<file path="src/rtl/core/dri_pkg.sv">
// dri_pkg: shared constants, field widths and the result word type
// for the dna region / trimer indexer core
// no dependencies
package dri_pkg;

    localparam int CNT_W        = 32;
    localparam int POS_BITS_DEF = 32;
    localparam int CHAR_W       = 8;
    localparam int CODE_W       = 3;
    localparam int TRI_W        = 6;

    localparam int S_DATA_W = 8;
    localparam int M_DATA_W = 144;

    localparam logic [CHAR_W-1:0] CHAR_A = 8'h41;
    localparam logic [CHAR_W-1:0] CHAR_C = 8'h43;
    localparam logic [CHAR_W-1:0] CHAR_G = 8'h47;
    localparam logic [CHAR_W-1:0] CHAR_T = 8'h54;

    localparam logic [CODE_W-1:0] CODE_A      = 3'd0;
    localparam logic [CODE_W-1:0] CODE_C      = 3'd1;
    localparam logic [CODE_W-1:0] CODE_G      = 3'd2;
    localparam logic [CODE_W-1:0] CODE_T      = 3'd3;
    localparam logic [CODE_W-1:0] CODE_MASKED = 3'd4;

    // packed lowest field last, so the word maps straight onto tdata
    typedef struct packed {
        logic [CNT_W-1:0]  base_count;
        logic [CNT_W-1:0]  trimer_pos;
        logic [TRI_W-1:0]  trimer_code;
        logic              trimer_valid;
        logic [CNT_W-1:0]  unmasked_total;
        logic              region_closes;
        logic              region_opens;
        logic [CODE_W-1:0] base_code;
        logic [CNT_W-1:0]  char_pos;
    } result_t;

    function automatic logic [CODE_W-1:0] classify(input logic [CHAR_W-1:0] ch);
        logic [CODE_W-1:0] code;
        case (ch)
            CHAR_A:  code = CODE_A;
            CHAR_C:  code = CODE_C;
            CHAR_G:  code = CODE_G;
            CHAR_T:  code = CODE_T;
            default: code = CODE_MASKED;
        endcase
        return code;
    endfunction

endpackage

</file>
<file path="src/rtl/core/dri_tracker.sv">
// dri_tracker: running state of the indexer (position, counts, region flag,
// base history) and the combinational result for the word in the input stage
// depends on dri_pkg
module dri_tracker
    import dri_pkg::*;
#(
    parameter int POS_BITS = POS_BITS_DEF
)
(
    input  logic              clk,
    input  logic              rst_n,
    input  logic              step,
    input  logic [CHAR_W-1:0] base_char,
    input  logic              last_in_record,
    output result_t           res
);

    logic [POS_BITS-1:0] position_counter_reg;
    logic [POS_BITS-1:0] position_counter_next;
    logic [CNT_W-1:0]    unmasked_counter_reg;
    logic [CNT_W-1:0]    unmasked_counter_next;
    logic [CNT_W-1:0]    per_base_counts_reg [4];
    logic [CNT_W-1:0]    base_count_next;
    logic                region_open_reg;
    logic                region_open_next;
    logic [1:0]          prior_bases_reg [2];
    logic [1:0]          history_fill_reg;
    logic [1:0]          history_fill_next;

    logic [CODE_W-1:0]   code;
    logic                masked;
    logic [1:0]          idx;
    logic [CNT_W-1:0]    cur_count;
    logic [POS_BITS-1:0] tri_pos_full;
    logic [CNT_W-1:0]    pos_clip;
    logic [CNT_W-1:0]    tri_pos_clip;
    logic                tri_valid;

    assign code   = classify(base_char);
    assign masked = (code == CODE_MASKED);
    assign idx    = code[1:0];

    assign cur_count       = per_base_counts_reg[idx];
    assign base_count_next = (&cur_count) ? cur_count : cur_count + CNT_W'(1);
    assign unmasked_counter_next = (&unmasked_counter_reg) ? unmasked_counter_reg
                                                            : unmasked_counter_reg + CNT_W'(1);
    assign position_counter_next = (&position_counter_reg) ? position_counter_reg
                                                            : position_counter_reg + POS_BITS'(1);

    assign tri_valid    = !masked && (history_fill_reg == 2'd2);
    assign tri_pos_full = (position_counter_reg >= POS_BITS'(2))
                        ? position_counter_reg - POS_BITS'(2) : '0;

    // positions wider than the output field clip to all ones
    generate
        if (POS_BITS > CNT_W) begin : g_clip
            assign pos_clip     = (|position_counter_reg[POS_BITS-1:CNT_W])
                                ? '1 : position_counter_reg[CNT_W-1:0];
            assign tri_pos_clip = (|tri_pos_full[POS_BITS-1:CNT_W])
                                ? '1 : tri_pos_full[CNT_W-1:0];
        end else begin : g_ext
            assign pos_clip     = CNT_W'(position_counter_reg);
            assign tri_pos_clip = CNT_W'(tri_pos_full);
        end
    endgenerate

    always_comb
    begin
        region_open_next = region_open_reg;
        if (masked || last_in_record)
        begin
            region_open_next = 1'b0;
        end
        else
        begin
            region_open_next = 1'b1;
        end

        history_fill_next = history_fill_reg;
        if (masked || last_in_record)
        begin
            history_fill_next = 2'd0;
        end
        else if (history_fill_reg != 2'd2)
        begin
            history_fill_next = history_fill_reg + 2'd1;
        end
    end

    always_comb
    begin
        res.char_pos       = pos_clip;
        res.base_code      = code;
        res.region_opens   = !masked && !region_open_reg;
        res.region_closes  = masked ? region_open_reg : last_in_record;
        res.unmasked_total = masked ? unmasked_counter_reg : unmasked_counter_next;
        res.trimer_valid   = tri_valid;
        res.trimer_code    = tri_valid ? {prior_bases_reg[0], prior_bases_reg[1], idx} : '0;
        res.trimer_pos     = tri_valid ? tri_pos_clip : '0;
        res.base_count     = masked ? '0 : base_count_next;
    end

    always_ff @(posedge clk or negedge rst_n)
    begin
        if (!rst_n)
        begin
            position_counter_reg   <= '0;
            unmasked_counter_reg   <= '0;
            per_base_counts_reg[0] <= '0;
            per_base_counts_reg[1] <= '0;
            per_base_counts_reg[2] <= '0;
            per_base_counts_reg[3] <= '0;
            region_open_reg        <= 1'b0;
            prior_bases_reg[0]     <= '0;
            prior_bases_reg[1]     <= '0;
            history_fill_reg       <= '0;
        end
        else if (step)
        begin
            position_counter_reg <= position_counter_next;
            region_open_reg      <= region_open_next;
            history_fill_reg     <= history_fill_next;
            if (!masked)
            begin
                unmasked_counter_reg     <= unmasked_counter_next;
                per_base_counts_reg[idx] <= base_count_next;
                prior_bases_reg[0]       <= prior_bases_reg[1];
                prior_bases_reg[1]       <= idx;
            end
        end
    end

    // a masked character or a record end leaves no open region and no history
    a_clear_after_break: assert property (@(posedge clk) disable iff (!rst_n)
        step && (masked || last_in_record) |=> history_fill_reg == 2'd0 && !region_open_reg)
        else $error("history or region survived a break");

    a_fill_range: assert property (@(posedge clk) disable iff (!rst_n)
        history_fill_reg != 2'd3)
        else $error("history fill out of range");

    // every per-base increment goes with an unmasked increment
    a_counts_bounded: assert property (@(posedge clk) disable iff (!rst_n)
        per_base_counts_reg[0] <= unmasked_counter_reg &&
        per_base_counts_reg[1] <= unmasked_counter_reg &&
        per_base_counts_reg[2] <= unmasked_counter_reg &&
        per_base_counts_reg[3] <= unmasked_counter_reg)
        else $error("per-base count exceeds unmasked total");

endmodule

</file>
<file path="src/rtl/core/dna_region_trimer_indexer_core.sv">
// dna_region_trimer_indexer_core: top level, input stage, result register
// and stream handshake around the running-state tracker
// depends on dri_pkg and dri_tracker
//   slave side: one sequence character per word on s_tdata, with s_tlast high
//   on the last character of a record. every accepted word yields exactly one
//   result word on the master side, in order
//   master side: position, base code, region open/close flags, running
//   unmasked total, 3-mer code and start position, and per-base count
//   an accepted word is captured in the input stage and moves on into the
//   result register once that register is free or is being drained
//   throughput: one word per clock while m_tready stays high; the only
//   feedback path is the running state, which is updated in the same
//   cycle that the input stage hands its word on to the result register
//   stall: while m_tready is low the result holds, the input stage still
//   takes one more word, and s_tready then drops until the result is taken
//   reset: rst_n low clears both stages, all counters, the region flag and
//   the base history; no warm-up is needed afterwards
//   POS_BITS sets the width of the global position counter, which saturates
//   at its maximum; reported positions clip to all ones above 32 bits
module dna_region_trimer_indexer_core
    import dri_pkg::*;
#(
    parameter int POS_BITS = POS_BITS_DEF
)
(
    input  logic                clk,
    input  logic                rst_n,
    // slave side
    input  logic                s_tvalid,
    output logic                s_tready,
    input  logic [S_DATA_W-1:0] s_tdata,   // [7:0] base_char
    input  logic                s_tlast,   // last_in_record
    // master side
    output logic                m_tvalid,
    input  logic                m_tready,
    // [31:0] char_pos, [34:32] base_code, [35] region_opens,
    // [36] region_closes, [68:37] unmasked_total, [69] trimer_valid,
    // [75:70] trimer_code, [107:76] trimer_pos, [139:108] base_count,
    // [143:140] zero
    output logic [M_DATA_W-1:0] m_tdata
);

    localparam int RES_W = $bits(result_t);

    // input stage
    logic              in_valid_reg;
    logic              in_valid_next;
    logic [CHAR_W-1:0] in_char_reg;
    logic              in_last_reg;

    // result register
    logic              out_valid_reg;
    logic              out_valid_next;
    result_t           out_data_reg;

    logic              advance;
    logic              s_accept;
    result_t           res;

    // the input stage moves on whenever the result register is empty or drained
    assign advance  = in_valid_reg && (!out_valid_reg || m_tready);
    assign s_tready = !in_valid_reg || advance;
    assign s_accept = s_tvalid && s_tready;

    assign in_valid_next  = s_accept || (in_valid_reg && !advance);
    assign out_valid_next = advance || (out_valid_reg && !m_tready);

    dri_tracker #(
        .POS_BITS (POS_BITS)
    ) u_tracker (
        .clk            (clk),
        .rst_n          (rst_n),
        .step           (advance),
        .base_char      (in_char_reg),
        .last_in_record (in_last_reg),
        .res            (res)
    );

    always_ff @(posedge clk or negedge rst_n)
    begin
        if (!rst_n)
        begin
            in_valid_reg  <= 1'b0;
            out_valid_reg <= 1'b0;
        end
        else
        begin
            in_valid_reg  <= in_valid_next;
            out_valid_reg <= out_valid_next;
        end
    end

    // payload registers, no reset
    always_ff @(posedge clk)
    begin
        if (s_accept)
        begin
            in_char_reg <= s_tdata[CHAR_W-1:0];
            in_last_reg <= s_tlast;
        end
        if (advance)
        begin
            out_data_reg <= res;
        end
    end

    assign m_tvalid = out_valid_reg;
    assign m_tdata  = {(M_DATA_W - RES_W)'(0), out_data_reg};

    // a held input word must never be overwritten
    a_no_overrun: assert property (@(posedge clk) disable iff (!rst_n)
        in_valid_reg && !advance |-> !s_tready)
        else $error("input stage overrun");

    // a masked result carries no count, no opening and no 3-mer
    a_masked_result: assert property (@(posedge clk) disable iff (!rst_n)
        out_valid_reg && out_data_reg.base_code == CODE_MASKED |->
        !out_data_reg.region_opens && !out_data_reg.trimer_valid &&
        out_data_reg.base_count == '0)
        else $error("masked result with base fields set");

    // a stalled result holds its value until it is taken
    a_result_not_lost: assert property (@(posedge clk) disable iff (!rst_n)
        out_valid_reg && !m_tready |=> out_valid_reg && $stable(out_data_reg))
        else $error("stalled result lost");

endmodule
</file>
<file path="config.mk">
export PLATFORM = sky130hd
export DESIGN_NAME = dna_region_trimer_indexer_core
export DESIGN_NICKNAME = d
export VERILOG_FILES = /design/src/rtl/core/dri_pkg.sv /design/src/rtl/core/dri_tracker.sv /design/src/rtl/core/dna_region_trimer_indexer_core.sv
export SDC_FILE = /design/constraint.sdc
export NUM_CORES = 1
export LEC_CHECK = 0
export ABC_CLOCK_PERIOD_IN_PS = 15200
export BUFFER_PORTS_ARGS = -buffer_cell sky130_fd_sc_hd__buf_2
export CAP_MARGIN = 0
export CORE_ASPECT_RATIO = 2
export CORE_MARGIN = 2
export CORE_UTILIZATION = 64
export CTS_CLUSTER_DIAMETER = 40
export DETAILED_ROUTE_END_ITERATION = 8
export GPL_ROUTABILITY_DRIVEN = 0
export PLACE_DENSITY = 0.82
export SYNTH_ARGS = -nofsm -noshare
export SYNTH_HDL_FRONTEND = slang
export SYNTH_SLANG_ARGS = --single-unit
</file>
<file path="constraint.sdc">
create_clock -name clk -period 15.2 [get_ports clk]
set_clock_uncertainty 0.05 [all_clocks]
set_input_delay 2.28 -clock clk [delete_from_list [all_inputs] [get_ports clk]]
set_output_delay 2.28 -clock clk [all_outputs]
set_load 0.05 [all_outputs]
</file>
**Word level (Yosys, flattened, before mapping)**

Cells that the tools add are included.

- $add $sub $neg: 5
- Order comparisons: 3
- Equality and inequality tests: 7
- Muxes and demuxes: 14
- Bitwise gates (word level): 3
- Reductions and logical operators: 26

Operators by type and width:

| kind | count |
|---|---|
| $mux 32 | 6 |
| $bwmux 128 | 1 |
| $add 32x1->32 const B | 3 |
| $reduce_and 32->1 | 3 |
| $bmux 32 s2 | 1 |
| $demux 32 s2 | 1 |
| $eq 8x7->1 const B | 4 |
| $ge 32x2->1 const B | 1 |
| $sub 32x2->32 const B | 1 |
| $pmux 3 s4 | 1 |
| $reduce_and 2->1 | 4 |
| $logic_and 1x1->1 | 7 |
| $logic_not 1->1 | 6 |
| $logic_or 1x1->1 | 5 |
| $mux 2 | 2 |
| $eq 3x3->1 const B | 1 |
| $ge 3x3->1 const B | 1 |
| $lt 3x1->1 const B | 1 |
| $not 2->3 | 1 |
| $add 2x1->2 const B | 1 |
| $eq 2x2->1 const B | 1 |
| $mux 1 | 2 |
| $ne 2x2->1 const B | 1 |
| $not 1->1 | 2 |
| $reduce_bool 2->1 | 1 |

- Register bits: 350
- Input bits: 13
- Output and inout port bits: 146
- Word-level logic and storage cells: 81

**Logic depth before layout (Yosys ltp)**

Gate-level depths: netlist (run 1).

- Depth in word-level cells: 9
- Mapped depth: 17

**Cells and area by module**

From an unflattened synthesis (run 1), not the netlist that was laid out.

- Cell total of the unflattened synthesis: 1435
- Area, all modules: 15810.2 sq um

Modules (own cells, without submodules):

| module | instances | cells each | area each (sq um) |
|---|---|---|---|
| dri_tracker | 1 | 1273 | 11198.2 |
| dna_region_trimer_indexer_core | 1 | 162 | 4611.9 |

**Least setup slack after synthesis (run 1)**

OpenSTA, ideal clock, no wires.

- Path kind: in2reg
- Start point: in m_tready
- End point: reg u_tracker.unmasked_counter_reg[4]
- Library setup time: 0.079 ns
- Arrival time: 7.400 ns
- Data required time: 15.071 ns
- Setup slack: 7.671 ns
- Stages: 7
- Cell sequence: nand2b_1 -> nand2_1 -> inv_1 -> buf_1 -> nand2_1 -> nor2_1 -> xor2_1

- Cells in the longest elaborated chain, start to end: 2

Ends and longest elaborated chain:

| element | line | RTL |
|---|---|---|
| start: declaration | dna_region_trimer_indexer_core.sv:35 | `input logic m_tready,` |
| $logic_or 1x1->1 | dna_region_trimer_indexer_core.sv:61 | `assign advance = in_valid_reg && (!out_valid_reg \|\| m_tready);` |
| $logic_and 1x1->1 | dna_region_trimer_indexer_core.sv:61 |  |
| net advance | dna_region_trimer_indexer_core.sv:56 | `logic advance;` |
| end signal: assignment | dri_tracker.sv:125 | `unmasked_counter_reg <= unmasked_counter_next;` |
| end: declaration | dri_tracker.sv:20 | `logic [CNT_W-1:0] unmasked_counter_reg;` |

The timed path passes the listed nets, and every way through them passes these cells.
A chain may end at the register's enable or synchronous reset.

**Final worst setup path (run 1)**

- Start point: in m_tready
- End point: out s_tready

- Cells in the longest elaborated chain, start to end: 3

Ends and longest elaborated chain:

| element | line | RTL |
|---|---|---|
| $logic_or 1x1->1 | dna_region_trimer_indexer_core.sv:61 |  |
| $logic_and 1x1->1 | dna_region_trimer_indexer_core.sv:61 |  |
| $logic_or 1x1->1 | dna_region_trimer_indexer_core.sv:62 | `assign s_tready = !in_valid_reg \|\| advance;` |
| end: declaration | dna_region_trimer_indexer_core.sv:30 | `output logic s_tready,` |

Every way passes these cells.

==> flow_metrics.tcl, run 1 <==
set metrics [dict create \
    power_mw 2.23 \
    powerDensity_nw_per_um2 122 \
    post-route-period-util 0.341 \
    largest_register_ff_count 140 \
    status "finished, final reports clean" \
    ys.flop_type "dfrtp_1" \
    cts_max_level 2 \
    routed_via_density 6.08 \
    wl_mm 37.1 \
    cts-hold-fix-buffers 0 \
    dr.first_iter.drc_count 801 \
    hold_violations 0 \
    final_area_um2 18300 \
    synth-edff-count 149 \
    cts_tree "done" \
    synth_cell_types 77 \
    fmax_ghz 0.193 \
    layout-drive-gt1-share 0.192 \
    syn_area_um2 16100 \
    crit_start "m_tready" \
    worst_slew_pin_slew_ns 1.19 \
    post-route-drc-count 0 \
    coreArea_um2 24900 \
    start_kind "input pin" \
    wl_per_cell_um 19.6 \
    reg2regPathDepth 11 \
    fp.dieW_um 116 \
    via_count 11490 \
    diodes 0 \
    place_ws_ns 10.01 \
    hpwl_mm 24.1 \
    initial_core_util 0.647 \
    finalNetCount 1549 \
    multi_input_area_um2 6210 \
    syn_inst 1400 \
    async_reset_ff_frac 0.574 \
    rr_startpoint "in_char_reg[2]" \
    hold_class "flip-flop to flip-flop" \
    cts_buffers 34 \
    rows 82 \
    cts-root-buf "clkbuf_16" \
    cp_data_required_time_ns 12.87 \
    yosysWarnings 0 \
    area_growth_pct 13.7 \
    postCtsSetupBuffers 0 \
    endpoint "s_tready" \
    ant_nets 0 \
    syn_area_per_cell_um2 11.5 \
    ctsResizeCount 0 \
    grt_usage 0.285 \
    worstSetupEndpointType "output pin" \
    synth_seq_area_share 0.589 \
    synth_top_area_cell "dfrtp_1" \
    top_level_ports 159 \
    firstDrtPassIters 7 \
    antenna_found_initial 0 \
    max_slew_margin 0.202 \
    rsz0062_at_grt "false" \
    r2r-end "m_tdata[112]" \
    synth.area.top_cells "dfrtp_1, edfxtp_1, xnor2_1, nand2_1, nor2_1" \
    slew_violations 0 \
    clk_latency_ns 0.53 \
    setup_viol_count_final 0 \
    path_class "input pin to output pin" \
    path_clk_slew_ns 0.07 \
    path_max_fanout 3 \
    seqCellArea_um2 9500 \
    reg2reg_slack_ns 10.05 \
    grt_first_pass_wirelength_mm 59.0 \
    dpl-instance-area_um2 17100 \
    worst_slack_ns 10.02 \
    grt_max_degree 86 \
    die-area_um2 26600 \
    synth.top_cell.area_share 0.312 \
    peakVddDrop_mv 0.112 \
    clock-sinks 350 \
    die_h_um 229 \
    tns_ns 0 \
    arrival_ns 2.85 \
    num-fill-cells 1746 \
    period_needed_ns 5.18 \
    ys_ff_latch 350 \
    clk_path_buf_depth 3 \
    total_leakage_power_nw 7.66 \
    grt_pass1_vias 11639 \
    grt_overflow_total 0 \
    maxCapViolations 0 \
    io_buffers 154 \
]
==> metal layers <==
metal / global-route usage / up-vias / part of all wire
met5: 0 / - / 0
li1: - / 5259 / -
met3: 0.0424 / 144 / 0.053
met4: 0.160 / 0 / 0.056
met2: 0.520 / 478 / 0.55
met1: 0.303 / 5609 / 0.34
==> layout make-up <==
cell class	count	area share
well taps	336	0.0229
repair buffers	172	0.0499
flip-flops and latches	350	0.518
clock buffers	41	0.0530
inverters	14	0.00314
multi-input cells	957	0.339
clock inverters	21	0.0145
==> critical path, cell delays in order <==
cell	delay, ns
buf_2	0.10
nand3b_1	0.22
buf_2	0.25
==> cell usage in the layout, fill, tap and decap left out, drive strengths merged, types with 14 or more instances in the layout <==
cell type	Yosys	routed
clkbuf	57	42
nand3	33	33
edfxtp	149	149
mux2	25	25
nand2	182	182
nor4	16	16
xnor2	91	91
nor2	118	118
buf	25	171
a21oi	28	28
o22ai	31	31
xor2	46	46
or3	14	14
nor3	34	34
dfrtp	201	201
a2bb2oi	31	31
o21ai	114	114
nand4	25	25
mux2i	34	34
and3	19	19
inv	13	19
==> cells by family after synthesis <==
kind of cell / synth area share
adders and majority gates: 0.00543
xor gates and xnor gates: 0.0785
DFF: 0.589
and+or+nand+nor: 0.152
other: 0.000232
muxes: 0.0385
buffers and inverters: 0.0276
AOI/OAI and AO/OA: 0.108
==> cell usage after synthesis (all sizes together) (14+ instances only) <==
cell	instances
nor2	118
buf	25
a2bb2oi	31
edfxtp	149
or3	14
mux2i	34
nor3	34
nand4	25
nor4	16
xnor2	91
a21oi	28
and3	19
o21ai	114
mux2	25
nand3	33
dfrtp	201
clkbuf	57
o22ai	31
xor2	46
nand2	182
==> stage by stage <==
step,std cells,utilization,hold WS [ns]
global placement,1829,0.686,0.407
CTS,1891,0.736,0.430
finish,1891,0.736,0.431
floorplan,1403,-,0.373
detailed placement,1829,0.686,0.415
global route,1891,0.736,0.460
==> power by group <==
part           internal [mW]  switching [mW]  leakage (nW)
sequential              1.03          0.0324          4.26
combinational         0.0604           0.187          2.80
clock                  0.537           0.378         0.598
total                   1.63           0.598          7.66
==> worst min path at each step <==
stage	startpoint	end	slack, ns	cells past startpoint
4_1_cts	u_tracker.per_base_counts_reg[58]	u_tracker.per_base_counts_reg[58]	0.43	2
2_1_floorplan	u_tracker.pos_clip[10]	m_tdata[10]	0.37	0
3_3_place_gp	u_tracker.per_base_counts_reg[58]	u_tracker.per_base_counts_reg[58]	0.41	2
6_report	u_tracker.per_base_counts_reg[58]	u_tracker.per_base_counts_reg[58]	0.43	2
5_1_grt	u_tracker.history_fill_reg[0]	u_tracker.history_fill_reg[0]	0.46	1
3_5_place_dp	u_tracker.per_base_counts_reg[58]	u_tracker.per_base_counts_reg[58]	0.42	2
No activity file was read; power rests on OpenSTA's default activity.
==> inputs of run 2 (changes only) <==
--- a/config.mk
+++ b/config.mk
@@ -5,16 +5,16 @@
 export SDC_FILE = /design/constraint.sdc
 export NUM_CORES = 1
 export LEC_CHECK = 0
-export ABC_CLOCK_PERIOD_IN_PS = 15200
+export ABC_CLOCK_PERIOD_IN_PS = 5100
 export BUFFER_PORTS_ARGS = -buffer_cell sky130_fd_sc_hd__buf_2
 export CAP_MARGIN = 0
 export CORE_ASPECT_RATIO = 2
 export CORE_MARGIN = 2
-export CORE_UTILIZATION = 64
+export CORE_UTILIZATION = 59
 export CTS_CLUSTER_DIAMETER = 40
 export DETAILED_ROUTE_END_ITERATION = 8
 export GPL_ROUTABILITY_DRIVEN = 0
-export PLACE_DENSITY = 0.82
+export PLACE_DENSITY = 0.77
 export SYNTH_ARGS = -nofsm -noshare
 export SYNTH_HDL_FRONTEND = slang
 export SYNTH_SLANG_ARGS = --single-unit
==> constraint.sdc (replaced) <==
create_clock -name clk -period 5.1 [get_ports clk]
set_clock_uncertainty 0.05 [all_clocks]
set_input_delay 0.765 -clock clk [delete_from_list [all_inputs] [get_ports clk]]
set_output_delay 0.765 -clock clk [all_outputs]
set_load 0.05 [all_outputs]
==> flow_metrics.tcl, run 2 (synthesis gave the netlist of run 1 again) <==
set metrics [dict create \
    clk_path_buf_depth 3 \
    num-fill-cells 1981 \
    total_leakage_power_nw 7.73 \
    grt_first_pass_wirelength_mm 61.3 \
    slew_violations 0 \
    finalNetCount 1571 \
    final_cell_mix "dfrtp_1, nand2_1, buf_2, edfxtp_1, nor2_1" \
    ant_nets 0 \
    coreArea_um2 26900 \
    grt_max_degree 97 \
    worst_slew_pin_slew_ns 1.05 \
    largest_register_ff_count 140 \
    dr.first_iter.drc_count 619 \
    setup_viol_count_final 0 \
    hpwl_mm 26.8 \
    cts_buffers 31 \
    status "finished, final reports clean" \
    grt_overflow_total 0 \
    layout-drive-gt1-share 0.199 \
    p_int_mw 4.70 \
    initial_core_util 0.600 \
    peakVddDrop_mv 0.256 \
    clock-sinks 350 \
    grtUsageMet1 0.287 \
    cts_max_level 1 \
    firstDrtPassIters 5 \
    rows 85 \
    arrival_ns 4.62 \
    utilization 0.685 \
    start_kind "flip-flop" \
    power_frac_seq 0.496 \
    cts-root-buf "clkbuf_16" \
    rsz0062_at_grt "false" \
    top_usage_layer "met2" \
    multi_input_area_um2 6210 \
    period_needed_ns 4.36 \
    grt_usage 0.273 \
    grtUsageMet2 0.508 \
    post-route-drc-count 0 \
    fmax_ghz 0.229 \
    worstSetupEndpointType "flip-flop" \
    path_clk_slew_ns 0.07 \
    routed_via_density 5.88 \
    post-route-period-util 0.856 \
    grt_util_met3 0.0392 \
    diodes 0 \
    powerDensity_nw_per_um2 348 \
    hold_class "input pin to async pin" \
    wl_per_cell_um 19.9 \
    antenna_found_initial 0 \
    ctsResizeCount 0 \
    cts-hold-fix-buffers 0 \
    maxCapViolations 0 \
    via_count 11316 \
    path_max_fanout 15 \
    cts_tree "done" \
    grt_pass1_vias 11649 \
    die_h_um 238 \
    p_switching_mw 1.70 \
    fp.dieW_um 121 \
    area_growth_pct 14.1 \
    cp_data_required_time_ns 5.36 \
    hold_violations 0 \
    mostFrequentLayoutCell "dfrtp_1" \
    max_slew_margin 0.301 \
    postCtsSetupBuffers 0 \
    seqCellArea_um2 9500 \
    io_buffers 154 \
    path_class "flip-flop to flip-flop" \
    clk_latency_ns 0.57 \
    clkPwrFrac 0.387 \
    die-area_um2 28800 \
    switching_share 0.266 \
    p_comb_frac 0.117 \
    tns_ns 0 \
    wl_mm 38.2 \
    top_level_ports 159 \
]
-- run 2: final timing paths --
kind	from	endpoint	slack [ns]	cells past startpoint
worst max-delay path	in_char_reg[3]	m_tdata[128]	0.74	10
worst min-delay path	rst_n	u_tracker.unmasked_counter_reg[19]	0.23	1
worst min register to register	u_tracker.per_base_counts_reg[90]	u_tracker.per_base_counts_reg[90]	0.43	2
worst max register to register	in_char_reg[3]	m_tdata[128]	0.74	10
min in group clk	s_tdata[4]	in_char_reg[4]	0.33	1
max in group asynchronous	rst_n	u_tracker.per_base_counts_reg[25]	3.71	2
-- run 2: per-layer routing --
metal | vias up | part of all wire
met5 | - | 0
met4 | 0 | 0.060
met3 | 146 | 0.045
met2 | 373 | 0.55
met1 | 5494 | 0.34
li1 | 5303 | -
-- run 2: worst max-delay path, stage by stage, from the launching register on --
cell and delay [ns]:
edfxtp_1 0.42, or4b_4 0.58, a21oi_4 0.53, o22ai_1 0.30, or4b_1 0.69, and4bb_1 0.60, buf_4 0.30, buf_4 0.16
nor4_1 0.05, xor2_1 0.36, nor2_1 0.08
-- run 2: final cells by class --
class / count / area share
well taps: 348 / 0.0236
repair buffers: 197 / 0.0612
multi-input cells: 957 / 0.337
flip-flops and latches: 350 / 0.516
clock buffers: 43 / 0.0503
clock inverters: 14 / 0.00863
inverters: 14 / 0.00312
-- run 2: power by group through the flow --
stage	Sequential, mW	Combinational [mW]	Clock (mW)
after floorplan	3.48	0.288	0
after global routing	3.19	0.803	2.63
after global placement	3.23	0.744	0
final	3.18	0.752	2.48
after detailed placement	3.23	0.755	0
after CTS	3.18	0.758	2.51
-- run 2: stage by stage --
| step | area, um^2 | hold WS, ns | cells | power (mW) | setup WS [ns] |
|---|---|---|---|---|---|
| after floorplan | 16200 | 0.373 | 1403 | 3.76 | 1.24 |
| after global placement | 17300 | 0.408 | 1866 | 3.97 | 0.957 |
| after detailed placement | 17300 | 0.415 | 1866 | 3.99 | 0.805 |
| after CTS | 18400 | 0.252 | 1923 | 6.44 | 0.751 |
| after global routing | 18400 | 0.278 | 1923 | 6.62 | 0.577 |
| final | 18400 | 0.235 | 1923 | 6.40 | 0.736 |
